==> config.mk <==
export PLATFORM = sky130hd
export DESIGN_NAME = link_setup_set_ua_handshake_flat
export DESIGN_NICKNAME = d
export VERILOG_FILES = /design/src/hw/rtl/lsu_pkg.sv /design/src/hw/rtl/lsu_if.sv /design/src/hw/rtl/lsu_cfg.sv /design/src/hw/rtl/lsu_core.sv /design/src/hw/rtl/lsu_tx.sv /design/src/hw/rtl/link_setup_set_ua_handshake.sv /design/src/flat_wrapper.sv
export SDC_FILE = /design/constraint.sdc
export NUM_CORES = 1
export LEC_CHECK = 0
export BUFFER_PORTS_ARGS = -buffer_cell sky130_fd_sc_hd__buf_2
export CORE_ASPECT_RATIO = 0.8
export CORE_MARGIN = 2
export CORE_UTILIZATION = 25
export DETAILED_ROUTE_END_ITERATION = 10
export GPL_TIMING_DRIVEN = 0
export PLACE_DENSITY = 0.41
export SKIP_LAST_GASP = 1
export SLEW_MARGIN = 20
export SYNTH_ARGS = -nofsm -noshare
export SYNTH_HDL_FRONTEND = slang
export SYNTH_HIERARCHICAL = 1
export SYNTH_SLANG_ARGS = --single-unit
export TNS_END_PERCENT = 50
==> constraint.sdc <==
create_clock -name i_clk -period 3.01 [get_ports i_clk]
set_clock_uncertainty 0.05 [all_clocks]
set_input_delay 0.301 -clock i_clk [delete_from_list [all_inputs] [get_ports i_clk]]
set_output_delay 0.301 -clock i_clk [all_outputs]
set_load 0.02 [all_outputs]
==> src/hw/rtl/lsu_pkg.sv <==
`timescale 1ns / 1ps
// ----------------------------------------------------------------------------
// lsu_pkg: shared types and constants of the SET/UA link set-up block
// Field widths, operation and result codes, state encodings, the register map
// and the reset values of the configuration registers.
// ----------------------------------------------------------------------------
package lsu_pkg;

    localparam int OpW      = 2;
    localparam int ByteW    = 8;
    localparam int KindW    = 2;
    localparam int AttW     = 4;
    localparam int CfgAddrW = 3;
    localparam int IdxW     = 3;

    // position of the closing flag within the five-byte SET frame
    localparam logic [IdxW-1:0] FrameLastIdx = 3'd4;

    // input operations
    typedef enum logic [OpW-1:0] {
        OP_START = 2'd0,
        OP_RX    = 2'd1,
        OP_TICK  = 2'd2
    } t_op;

    // kinds of result item
    typedef enum logic [KindW-1:0] {
        RK_TX   = 2'd0,
        RK_UP   = 2'd1,
        RK_FAIL = 2'd2
    } t_kind;

    // handshake phase
    typedef enum logic [1:0] {
        PH_IDLE = 2'd0,
        PH_WAIT = 2'd1,
        PH_UP   = 2'd2,
        PH_FAIL = 2'd3
    } t_phase;

    // UA frame recogniser
    typedef enum logic [2:0] {
        RS_START = 3'd0,
        RS_FLAG  = 3'd1,
        RS_ADDR  = 3'd2,
        RS_CTRL  = 3'd3,
        RS_BCC   = 3'd4
    } t_rec;

    // burst of results raised by one item
    typedef enum logic [1:0] {
        BURST_NONE = 2'd0,
        BURST_SET  = 2'd1,
        BURST_UP   = 2'd2,
        BURST_FAIL = 2'd3
    } t_burst;

    // register map
    typedef enum logic [CfgAddrW-1:0] {
        CA_FLAG       = 3'd0,
        CA_SET_ADDR   = 3'd1,
        CA_SET_CTRL   = 3'd2,
        CA_REPLY_ADDR = 3'd3,
        CA_REPLY_CTRL = 3'd4,
        CA_TIMEOUT    = 3'd5,
        CA_MAX_ATT    = 3'd6
    } t_cfg_addr;

    typedef struct packed {
        logic [ByteW-1:0] flag;
        logic [ByteW-1:0] set_addr;
        logic [ByteW-1:0] set_ctrl;
        logic [ByteW-1:0] reply_addr;
        logic [ByteW-1:0] reply_ctrl;
        logic [ByteW-1:0] timeout;
        logic [AttW-1:0]  max_att;
    } t_cfg;

    localparam logic [ByteW-1:0] FlagReset      = 8'h7e;
    localparam logic [ByteW-1:0] SetAddrReset   = 8'h03;
    localparam logic [ByteW-1:0] SetCtrlReset   = 8'h03;
    localparam logic [ByteW-1:0] ReplyAddrReset = 8'h01;
    localparam logic [ByteW-1:0] ReplyCtrlReset = 8'h07;
    localparam logic [ByteW-1:0] TimeoutReset   = 8'd5;
    localparam logic [AttW-1:0]  MaxAttReset    = 4'd4;

endpackage

==> src/hw/rtl/lsu_if.sv <==
`timescale 1ns / 1ps
// ----------------------------------------------------------------------------
// lsu_if: handshake channels of the SET/UA link set-up block
// Input items, result items and configuration writes, each with valid/ready.
// ----------------------------------------------------------------------------
interface lsu_in_if;
    logic                        valid;
    logic                        ready;
    logic [lsu_pkg::OpW-1:0]     opcode;
    logic [lsu_pkg::ByteW-1:0]   rx_byte;

    modport source (output valid, output opcode, output rx_byte, input ready);
    modport sink   (input valid, input opcode, input rx_byte, output ready);
endinterface

interface lsu_out_if;
    logic                        valid;
    logic                        ready;
    logic [lsu_pkg::KindW-1:0]   result_kind;
    logic [lsu_pkg::ByteW-1:0]   tx_byte;
    logic                        last;

    modport source (output valid, output result_kind, output tx_byte, output last,
                    input ready);
    modport sink   (input valid, input result_kind, input tx_byte, input last,
                    output ready);
endinterface

interface lsu_cfg_if;
    logic                         valid;
    logic                         ready;
    logic [lsu_pkg::CfgAddrW-1:0] addr;
    logic [lsu_pkg::ByteW-1:0]    data;

    modport source (output valid, output addr, output data, input ready);
    modport sink   (input valid, input addr, input data, output ready);
endinterface

==> src/hw/rtl/lsu_cfg.sv <==
`timescale 1ns / 1ps
// ----------------------------------------------------------------------------
// lsu_cfg: configuration register file
// Seven registers written one at a time; writes beyond the map are dropped.
// ----------------------------------------------------------------------------
module lsu_cfg (
    input  logic                         i_clk,
    input  logic                         i_rst_n,
    input  logic                         i_wr,
    input  logic [lsu_pkg::CfgAddrW-1:0] i_addr,
    input  logic [lsu_pkg::ByteW-1:0]    i_data,
    output logic                         o_ready,
    output lsu_pkg::t_cfg                o_cfg
);
    import lsu_pkg::*;

    t_cfg r_cfg;

    // always able to take a write
    assign o_ready = 1'b1;
    assign o_cfg   = r_cfg;

    // write the addressed register
    always_ff @(posedge i_clk) begin
        if (!i_rst_n) begin
            r_cfg.flag       <= FlagReset;
            r_cfg.set_addr   <= SetAddrReset;
            r_cfg.set_ctrl   <= SetCtrlReset;
            r_cfg.reply_addr <= ReplyAddrReset;
            r_cfg.reply_ctrl <= ReplyCtrlReset;
            r_cfg.timeout    <= TimeoutReset;
            r_cfg.max_att    <= MaxAttReset;
        end else if (i_wr) begin
            case (t_cfg_addr'(i_addr))
                CA_FLAG:       r_cfg.flag       <= i_data;
                CA_SET_ADDR:   r_cfg.set_addr   <= i_data;
                CA_SET_CTRL:   r_cfg.set_ctrl   <= i_data;
                CA_REPLY_ADDR: r_cfg.reply_addr <= i_data;
                CA_REPLY_CTRL: r_cfg.reply_ctrl <= i_data;
                CA_TIMEOUT:    r_cfg.timeout    <= i_data;
                CA_MAX_ATT:    r_cfg.max_att    <= i_data[AttW-1:0];
                default: begin
                end
            endcase
        end
    end

endmodule

==> src/hw/rtl/lsu_core.sv <==
`timescale 1ns / 1ps
// ----------------------------------------------------------------------------
// lsu_core: handshake state and UA recogniser
// Updates phase, recogniser, tick count and attempt count for each accepted
// item and names the burst of results that the item raises.
// ----------------------------------------------------------------------------
module lsu_core (
    input  logic                       i_clk,
    input  logic                       i_rst_n,
    input  logic                       i_fire,
    input  logic [lsu_pkg::OpW-1:0]    i_opcode,
    input  logic [lsu_pkg::ByteW-1:0]  i_rx_byte,
    input  lsu_pkg::t_cfg              i_cfg,
    output lsu_pkg::t_burst            o_burst
);
    import lsu_pkg::*;

    t_phase           r_phase, n_phase;
    t_rec             r_rec, n_rec;
    logic [ByteW-1:0] r_ticks, n_ticks;
    logic [AttW-1:0]  r_att, n_att;

    t_rec             w_rec_step;
    logic             w_hit;
    logic             w_wait;
    logic [ByteW-1:0] w_reload;
    logic [AttW-1:0]  w_limit;
    logic [ByteW-1:0] w_check;

    assign w_wait   = (r_phase == PH_WAIT);
    assign w_reload = (i_cfg.timeout == '0) ? ByteW'(1) : i_cfg.timeout;
    assign w_limit  = (i_cfg.max_att == '0) ? AttW'(1) : i_cfg.max_att;
    assign w_check  = i_cfg.reply_addr ^ i_cfg.reply_ctrl;

    // advance the recogniser by one received byte
    always_comb begin
        w_rec_step = RS_START;
        w_hit      = 1'b0;
        case (r_rec)
            RS_START: begin
                if (i_rx_byte == i_cfg.flag) w_rec_step = RS_FLAG;
            end
            RS_FLAG: begin
                if (i_rx_byte == i_cfg.reply_addr)  w_rec_step = RS_ADDR;
                else if (i_rx_byte == i_cfg.flag)   w_rec_step = RS_FLAG;
            end
            RS_ADDR: begin
                if (i_rx_byte == i_cfg.flag)             w_rec_step = RS_FLAG;
                else if (i_rx_byte == i_cfg.reply_ctrl)  w_rec_step = RS_CTRL;
            end
            RS_CTRL: begin
                if (i_rx_byte == i_cfg.flag)  w_rec_step = RS_FLAG;
                else if (i_rx_byte == w_check) w_rec_step = RS_BCC;
            end
            RS_BCC: begin
                w_hit = (i_rx_byte == i_cfg.flag);
            end
            default: begin
            end
        endcase
    end

    // pick the burst of results for this item
    always_comb begin
        o_burst = BURST_NONE;
        case (t_op'(i_opcode))
            OP_START: o_burst = BURST_SET;
            OP_RX: begin
                if (w_wait && w_hit) o_burst = BURST_UP;
            end
            OP_TICK: begin
                if (w_wait && (r_ticks <= ByteW'(1))) begin
                    o_burst = (r_att >= w_limit) ? BURST_FAIL : BURST_SET;
                end
            end
            default: begin
            end
        endcase
    end

    // next state
    always_comb begin
        n_phase = r_phase;
        n_rec   = r_rec;
        n_ticks = r_ticks;
        n_att   = r_att;
        case (o_burst)
            BURST_SET: begin
                n_phase = PH_WAIT;
                n_ticks = w_reload;
            end
            BURST_UP: begin
                n_phase = PH_UP;
                n_ticks = '0;
            end
            BURST_FAIL: begin
                n_phase = PH_FAIL;
                n_ticks = '0;
            end
            default: begin
                if (t_op'(i_opcode) == OP_TICK && w_wait) n_ticks = r_ticks - ByteW'(1);
            end
        endcase
        case (t_op'(i_opcode))
            OP_START: begin
                n_rec = RS_START;
                n_att = AttW'(1);
            end
            OP_RX: begin
                if (w_wait) n_rec = w_rec_step;
            end
            OP_TICK: begin
                if (o_burst == BURST_SET) n_att = r_att + AttW'(1);
            end
            default: begin
            end
        endcase
    end

    // hold state between accepted items
    always_ff @(posedge i_clk) begin
        if (!i_rst_n) begin
            r_phase <= PH_IDLE;
            r_rec   <= RS_START;
            r_ticks <= '0;
            r_att   <= '0;
        end else if (i_fire) begin
            r_phase <= n_phase;
            r_rec   <= n_rec;
            r_ticks <= n_ticks;
            r_att   <= n_att;
        end
    end

`ifndef SYNTHESIS
    a_wait_ticks: assert property (@(posedge i_clk) disable iff (!i_rst_n)
        (r_phase == PH_WAIT) |-> (r_ticks != '0))
        else $error("waiting with no ticks left");
    a_wait_att: assert property (@(posedge i_clk) disable iff (!i_rst_n)
        (r_phase == PH_WAIT) |-> (r_att != '0))
        else $error("waiting with no attempt made");
    a_done_ticks: assert property (@(posedge i_clk) disable iff (!i_rst_n)
        (r_phase == PH_UP || r_phase == PH_FAIL) |-> (r_ticks == '0))
        else $error("timer left armed after handshake end");
`endif

endmodule

==> src/hw/rtl/lsu_tx.sv <==
`timescale 1ns / 1ps
// ----------------------------------------------------------------------------
// lsu_tx: result serialiser
// Holds one burst and hands out its result items one per cycle while not
// stalled: five SET frame bytes, or a single link-up or link-failed report.
// ----------------------------------------------------------------------------
module lsu_tx (
    input  logic                        i_clk,
    input  logic                        i_rst_n,
    input  logic                        i_start,
    input  lsu_pkg::t_burst             i_burst,
    input  lsu_pkg::t_cfg               i_cfg,
    input  logic                        i_out_ready,
    output logic                        o_valid,
    output logic [lsu_pkg::KindW-1:0]   o_kind,
    output logic [lsu_pkg::ByteW-1:0]   o_byte,
    output logic                        o_last,
    output logic                        o_can_take
);
    import lsu_pkg::*;

    logic            r_busy;
    t_burst          r_burst;
    logic [IdxW-1:0] r_idx;

    assign o_valid    = r_busy;
    assign o_can_take = !r_busy || (i_out_ready && o_last);

    // build the current result item
    always_comb begin
        o_kind = RK_TX;
        o_byte = '0;
        o_last = 1'b1;
        case (r_burst)
            BURST_SET: begin
                o_last = (r_idx == FrameLastIdx);
                case (r_idx)
                    3'd1:    o_byte = i_cfg.set_addr;
                    3'd2:    o_byte = i_cfg.set_ctrl;
                    3'd3:    o_byte = i_cfg.set_addr ^ i_cfg.set_ctrl;
                    default: o_byte = i_cfg.flag;
                endcase
            end
            BURST_UP:   o_kind = RK_UP;
            BURST_FAIL: o_kind = RK_FAIL;
            default: begin
            end
        endcase
    end

    // load a new burst, advance on each taken item, drop when done
    always_ff @(posedge i_clk) begin
        if (!i_rst_n) begin
            r_busy  <= 1'b0;
            r_burst <= BURST_NONE;
            r_idx   <= '0;
        end else if (i_start) begin
            r_busy  <= 1'b1;
            r_burst <= i_burst;
            r_idx   <= '0;
        end else if (r_busy && i_out_ready) begin
            if (o_last) begin
                r_busy <= 1'b0;
            end else begin
                r_idx <= r_idx + IdxW'(1);
            end
        end
    end

`ifndef SYNTHESIS
    a_single_idx: assert property (@(posedge i_clk) disable iff (!i_rst_n)
        (r_busy && r_burst != BURST_SET) |-> (r_idx == '0))
        else $error("single report with non-zero position");
    a_idx_range: assert property (@(posedge i_clk) disable iff (!i_rst_n)
        r_busy |-> (r_idx <= FrameLastIdx))
        else $error("frame position past closing flag");
    a_stall_hold: assert property (@(posedge i_clk) disable iff (!i_rst_n)
        (r_busy && !i_out_ready) |=>
            (r_busy && r_idx == $past(r_idx) && r_burst == $past(r_burst)))
        else $error("burst moved while stalled");
`endif

endmodule

==> src/hw/rtl/link_setup_set_ua_handshake.sv <==
`timescale 1ns / 1ps
// ----------------------------------------------------------------------------
// link_setup_set_ua_handshake: sender side of a SET/UA link set-up
// Sends SET frames, watches received bytes for UA, retries on timeout and
// reports link up or link failed.
// ----------------------------------------------------------------------------
// channel   dir   payload                          taken when
// i_in      in    opcode, rx_byte                  valid & ready
// o_out     out   result_kind, tx_byte, last       valid & ready
// i_cfg     in    addr, data                       valid & ready (ready tied high)
//
// An item is decoded and the state updated in the cycle it is taken; its
// results leave from the serialiser register from the next cycle on.
// Items raising no result or one result go at one per cycle while o_out is
// ready; a SET burst occupies the serialiser for five taken result items.
// A new item is taken in the cycle the last result of the previous burst goes.
// Synchronous active-low reset returns to idle with the register defaults.
// ----------------------------------------------------------------------------
module link_setup_set_ua_handshake (
    input  logic      i_clk,
    input  logic      i_rst_n,
    lsu_in_if.sink    i_in,
    lsu_out_if.source o_out,
    lsu_cfg_if.sink   i_cfg
);
    import lsu_pkg::*;

    t_cfg   w_cfg;
    t_burst w_burst;
    logic   w_fire;
    logic   w_can_take;

    assign i_in.ready = w_can_take;
    assign w_fire     = i_in.valid && w_can_take;

    // configuration registers
    lsu_cfg u_cfg (
        .i_clk   (i_clk),
        .i_rst_n (i_rst_n),
        .i_wr    (i_cfg.valid && i_cfg.ready),
        .i_addr  (i_cfg.addr),
        .i_data  (i_cfg.data),
        .o_ready (i_cfg.ready),
        .o_cfg   (w_cfg)
    );

    // handshake state
    lsu_core u_core (
        .i_clk     (i_clk),
        .i_rst_n   (i_rst_n),
        .i_fire    (w_fire),
        .i_opcode  (i_in.opcode),
        .i_rx_byte (i_in.rx_byte),
        .i_cfg     (w_cfg),
        .o_burst   (w_burst)
    );

    // result serialiser
    lsu_tx u_tx (
        .i_clk       (i_clk),
        .i_rst_n     (i_rst_n),
        .i_start     (w_fire && (w_burst != BURST_NONE)),
        .i_burst     (w_burst),
        .i_cfg       (w_cfg),
        .i_out_ready (o_out.ready),
        .o_valid     (o_out.valid),
        .o_kind      (o_out.result_kind),
        .o_byte      (o_out.tx_byte),
        .o_last      (o_out.last),
        .o_can_take  (w_can_take)
    );

endmodule

==> src/flat_wrapper.sv <==
// flat-port wrapper written by rule: the top's interface ports become plain ports
module link_setup_set_ua_handshake_flat import lsu_pkg::*;
  (i_clk, i_rst_n, i_in_valid, i_in_opcode, i_in_rx_byte, i_in_ready, o_out_valid, o_out_result_kind, o_out_tx_byte, o_out_last, o_out_ready, i_cfg_valid, i_cfg_addr, i_cfg_data, i_cfg_ready);
  lsu_in_if i_in_i ();
  lsu_out_if o_out_i ();
  lsu_cfg_if i_cfg_i ();
  input  logic i_clk;
  input  logic i_rst_n;
  input wire logic [$bits(i_in_i.valid)-1:0] i_in_valid;
  input wire logic [$bits(i_in_i.opcode)-1:0] i_in_opcode;
  input wire logic [$bits(i_in_i.rx_byte)-1:0] i_in_rx_byte;
  output wire logic [$bits(i_in_i.ready)-1:0] i_in_ready;
  output wire logic [$bits(o_out_i.valid)-1:0] o_out_valid;
  output wire logic [$bits(o_out_i.result_kind)-1:0] o_out_result_kind;
  output wire logic [$bits(o_out_i.tx_byte)-1:0] o_out_tx_byte;
  output wire logic [$bits(o_out_i.last)-1:0] o_out_last;
  input wire logic [$bits(o_out_i.ready)-1:0] o_out_ready;
  input wire logic [$bits(i_cfg_i.valid)-1:0] i_cfg_valid;
  input wire logic [$bits(i_cfg_i.addr)-1:0] i_cfg_addr;
  input wire logic [$bits(i_cfg_i.data)-1:0] i_cfg_data;
  output wire logic [$bits(i_cfg_i.ready)-1:0] i_cfg_ready;
  assign i_in_i.valid = i_in_valid;
  assign i_in_i.opcode = i_in_opcode;
  assign i_in_i.rx_byte = i_in_rx_byte;
  assign i_in_ready = i_in_i.ready;
  assign o_out_valid = o_out_i.valid;
  assign o_out_result_kind = o_out_i.result_kind;
  assign o_out_tx_byte = o_out_i.tx_byte;
  assign o_out_last = o_out_i.last;
  assign o_out_i.ready = o_out_ready;
  assign i_cfg_i.valid = i_cfg_valid;
  assign i_cfg_i.addr = i_cfg_addr;
  assign i_cfg_i.data = i_cfg_data;
  assign i_cfg_ready = i_cfg_i.ready;
  link_setup_set_ua_handshake u_core (.i_clk(i_clk), .i_rst_n(i_rst_n), .i_in(i_in_i), .o_out(o_out_i), .i_cfg(i_cfg_i));
endmodule
==> impl_metrics.tcl <==
set metrics [dict create \
    highest_layer "met4" \
    fin_crit_sh_pct 95.2 \
    power.total_mw 2.56 \
    post-dp-hpwl_um 9500 \
    net-switching-power_mw 0.636 \
    wire_per_inst_um 16.9 \
    type_of_element_launching_the_critical_path "flip-flop" \
    post-synth-top-area-fraction_pct 34.6 \
    timing.critical_path.fanout_max 4 \
    min-delay-start "i_cfg_data[4]" \
    start_util_pct 25.3 \
    fp.dieW_um 151 \
    finalWorstPathRequiredPeriod_ns 2.87 \
    max-vdd-ir-drop_mv 0.285 \
    worst_slew_slack_as_a_fraction_of_its_limit_pct 54.0 \
    tns_ns 0 \
    grt_start_max_net_pins 14 \
    design.die.area_um2 18400 \
    areaGrowthSynthToFinish_pct 19.0 \
    minimum_setup_slack_after_placement_ns 0.0116 \
    post_synth.cell_area_avg_um2 9.08 \
    cp.arrival_ns 3.10 \
    class_of_the_tightest_hold_or_removal_check "primary input to flip-flop" \
    drt_wl_total_um 12700 \
    yosys_warnings 6 \
    wire_length_on_met2_um 5840 \
    layout-drive-gt1-share_pct 15.5 \
    cts.sink_count 75 \
    number_of_antenna_violations_at_the_first_check_in_global_routing 0 \
    met1_length_um 6270 \
    drc 0 \
    finalMaxSlewViolations 0 \
    synth_seq_area_share_pct 34.6 \
    core_area_um2 17200 \
    clock_tree.buffer_depth 2 \
    first_pass_iters 4 \
    worst-slew-pin-transition_ns 0.688 \
    reg2reg_from "u_core/u_cfg/o_cfg[3]$_SDFFE_PN0P_" \
    cts_inserted_buffers 9 \
    row_count 43 \
    sequential_group_share_of_total_power_pct 40.2 \
    grt.overflow.total 0 \
    power_leakage_nw 2.15 \
    cts_tree "done" \
    rsz0062_at_grt "no" \
    power.share.switching_pct 24.8 \
    gp_congestion 0.796 \
    port_buffers 36 \
    track_usage_pct 14.6 \
    setup_viol 0 \
    timing.max_cap.violations 0 \
    dpl.cell_count 739 \
    synthDistinctLibCells 60 \
    postSynth.topFlopCell "dfxtp_1" \
    vias 3621 \
    total_of_flip_flops_plus_latches_after_synthesis 75 \
    insertion_delay_ns 0.35 \
    power_report.internal_total_mw 1.93 \
    instances_no_fill 754 \
    clock_tree.htree_level_count 3 \
    synth-async-reset-ratio_pct 0 \
    run_status "complete, no violations" \
    dieHeight_um 122 \
    layout.area.seq_um2 1500 \
    post_synth_instance_area_um2 4340 \
    drt_iter0_drc 256 \
    synth_edf_count 0 \
    number_of_global_route_vias_before_repair 3624 \
    synth_most_common_cell "dfxtp_1" \
    viasPerCell 4.80 \
    cts_root_buf "clkbuf_16" \
    power.share.clock_pct 49.2 \
    synth_fp_nets 516 \
    multiInputGateArea_um2 2670 \
    gate_count_of_the_mapped_netlist 478 \
    hold_viol_final 0 \
    synth.area.top_cells "dfxtp_1 (35%), mux2i_1 (14%), nand2_1 (4.8%)" \
    post-cts-setup-buffers 0 \
    global_route_wire_length_before_repair_um 20200 \
    hold_path_depth 3 \
    critical_path.endpoint_type "flip-flop" \
    setup.worst_path.class "flip-flop to flip-flop" \
    met3_length_um 474 \
    fin_worst_hold_slack_ns 0.191 \
    power_per_cell_area_nw_per_um2 497 \
    p_comb_share_pct 10.6 \
    reg2regPathDepth 10 \
    finalWorstSetupSlack_ns 0.144 \
    design.final.nets 563 \
    cts.reportedPaths.clkPinSlew_ns 0.06 \
    antenna_violating_nets_post_route 0 \
    yosys.area.top_type "dfxtp_1" \
    launch_point_of_the_worst_path "u_core/u_cfg/o_cfg[3]$_SDFFE_PN0P_" \
    post_synth_most_frequent_cells "dfxtp_1 (75), mux2i_1 (61), nand2_1 (55), nor2b_1 (33), nor2_1 (24)" \
    floorplan.io_pins 40 \
    critPathRequiredTime_ns 3.25 \
    timing.fmax_ghz 0.349 \
    insertedDiodeCount 0 \
    filler_cell_count 1816 \
]
[state kept, by name, summed over array words and instances (netlist names)]
| register | cells |
|---|---|
| u_core/u_cfg/o_cfg | 52 |
| u_core/u_core/r_att | 4 |
| u_core/u_core/r_phase | 2 |
| u_core/u_core/r_rec | 3 |
| u_core/u_core/r_ticks | 8 |
| u_core/u_tx/o_valid | 1 |
| u_core/u_tx/r_burst | 2 |
| u_core/u_tx/r_idx | 3 |
[critical path, cell delays in order (launching register included)]
cell and delay (ns):
dfxtp_1 0.33, inv_1 0.06, a31o_2 0.24, ha_1 0.26, nand2b_1 0.14, a2111oi_1 0.67, nor2_1 0.12, a31o_2 0.29
o211a_1 0.29, nand2b_1 0.22, nor2_1 0.14
[through the flow]
| stage | utilization (%) | instance area [um^2] |
|---|---|---|
| floorplan | - | 4340 |
| global route | 30.1 | 5160 |
| finish | 30.1 | 5160 |
| detailed placement | 28.0 | 4810 |
| global placement | 28.0 | 4800 |
| CTS | 30.0 | 5150 |
[cell type report]
cell class | count | area share, %
multi-input combinational | 364 | 51.6
inverter | 14 | 1.04
clock buffer | 9 | 4.36
sequential | 75 | 29.1
buffer | 25 | 2.71
tap | 225 | 5.45
timing repair buffer | 36 | 3.49
clock inverter | 6 | 2.18
[path summary, 6_finish.rpt]
kind | to | slack (ns)
worst max-delay path | u_core/u_tx/r_idx[0]$_SDFFE_PP0P_ | 0.14
worst min-delay path | u_core/u_cfg/o_cfg[48]$_SDFFE_PN1P_ | 0.19
worst max register to register | u_core/u_tx/r_idx[0]$_SDFFE_PP0P_ | 0.14
worst min register to register | u_core/u_cfg/o_cfg[1]$_SDFFE_PN0P_ | 0.41
[metal layers]
layer / track usage, % / vias up
met5: 0 / -
met4: 3.74 / 0
met3: 3.45 / 8
met2: 22.9 / 69
met1: 20.2 / 1752
li1: - / 1792
[power by group through the flow]
stage / combinational [mW] / clock (mW) / sequential, mW
floorplan: 0.180 / 0 / 1.05
global placement: 0.268 / 0 / 1.05
detailed placement: 0.271 / 0 / 1.05
CTS: 0.272 / 1.30 / 1.03
global route: 0.298 / 1.34 / 1.03
finish: 0.271 / 1.26 / 1.03
[cell families after synthesis]
logic type | Yosys count | synth area share, %
AOI/OAI and AO/OA | 66 | 12.1
xor gates and xnor gates | 41 | 8.28
adders and majority gates | 12 | 3.46
buffers and inverters | 39 | 4.44
DFF | 75 | 34.6
muxes | 62 | 14.3
other | 1 | 0.0864
and+or+nand+nor | 182 | 22.7
[timing repair]
| item | in CTS | in global routing |
|---|---|---|
| endpoints found under the setup margin | 6 | 23 |
| gates resized for setup | 1 | 4 |
| hold buffers | 0 | 0 |
[placed cells by master, fill, tap and decap left out, drive strengths merged, types with 14 or more instances in the layout]
cell	instances
buf	50
clkbuf	20
dfxtp	75
inv	14
mux2i	61
nand2	55
nor2	24
nor2b	33
nor3	17
xnor2	23
xor2	18
Power figures use the tool's default switching activity.
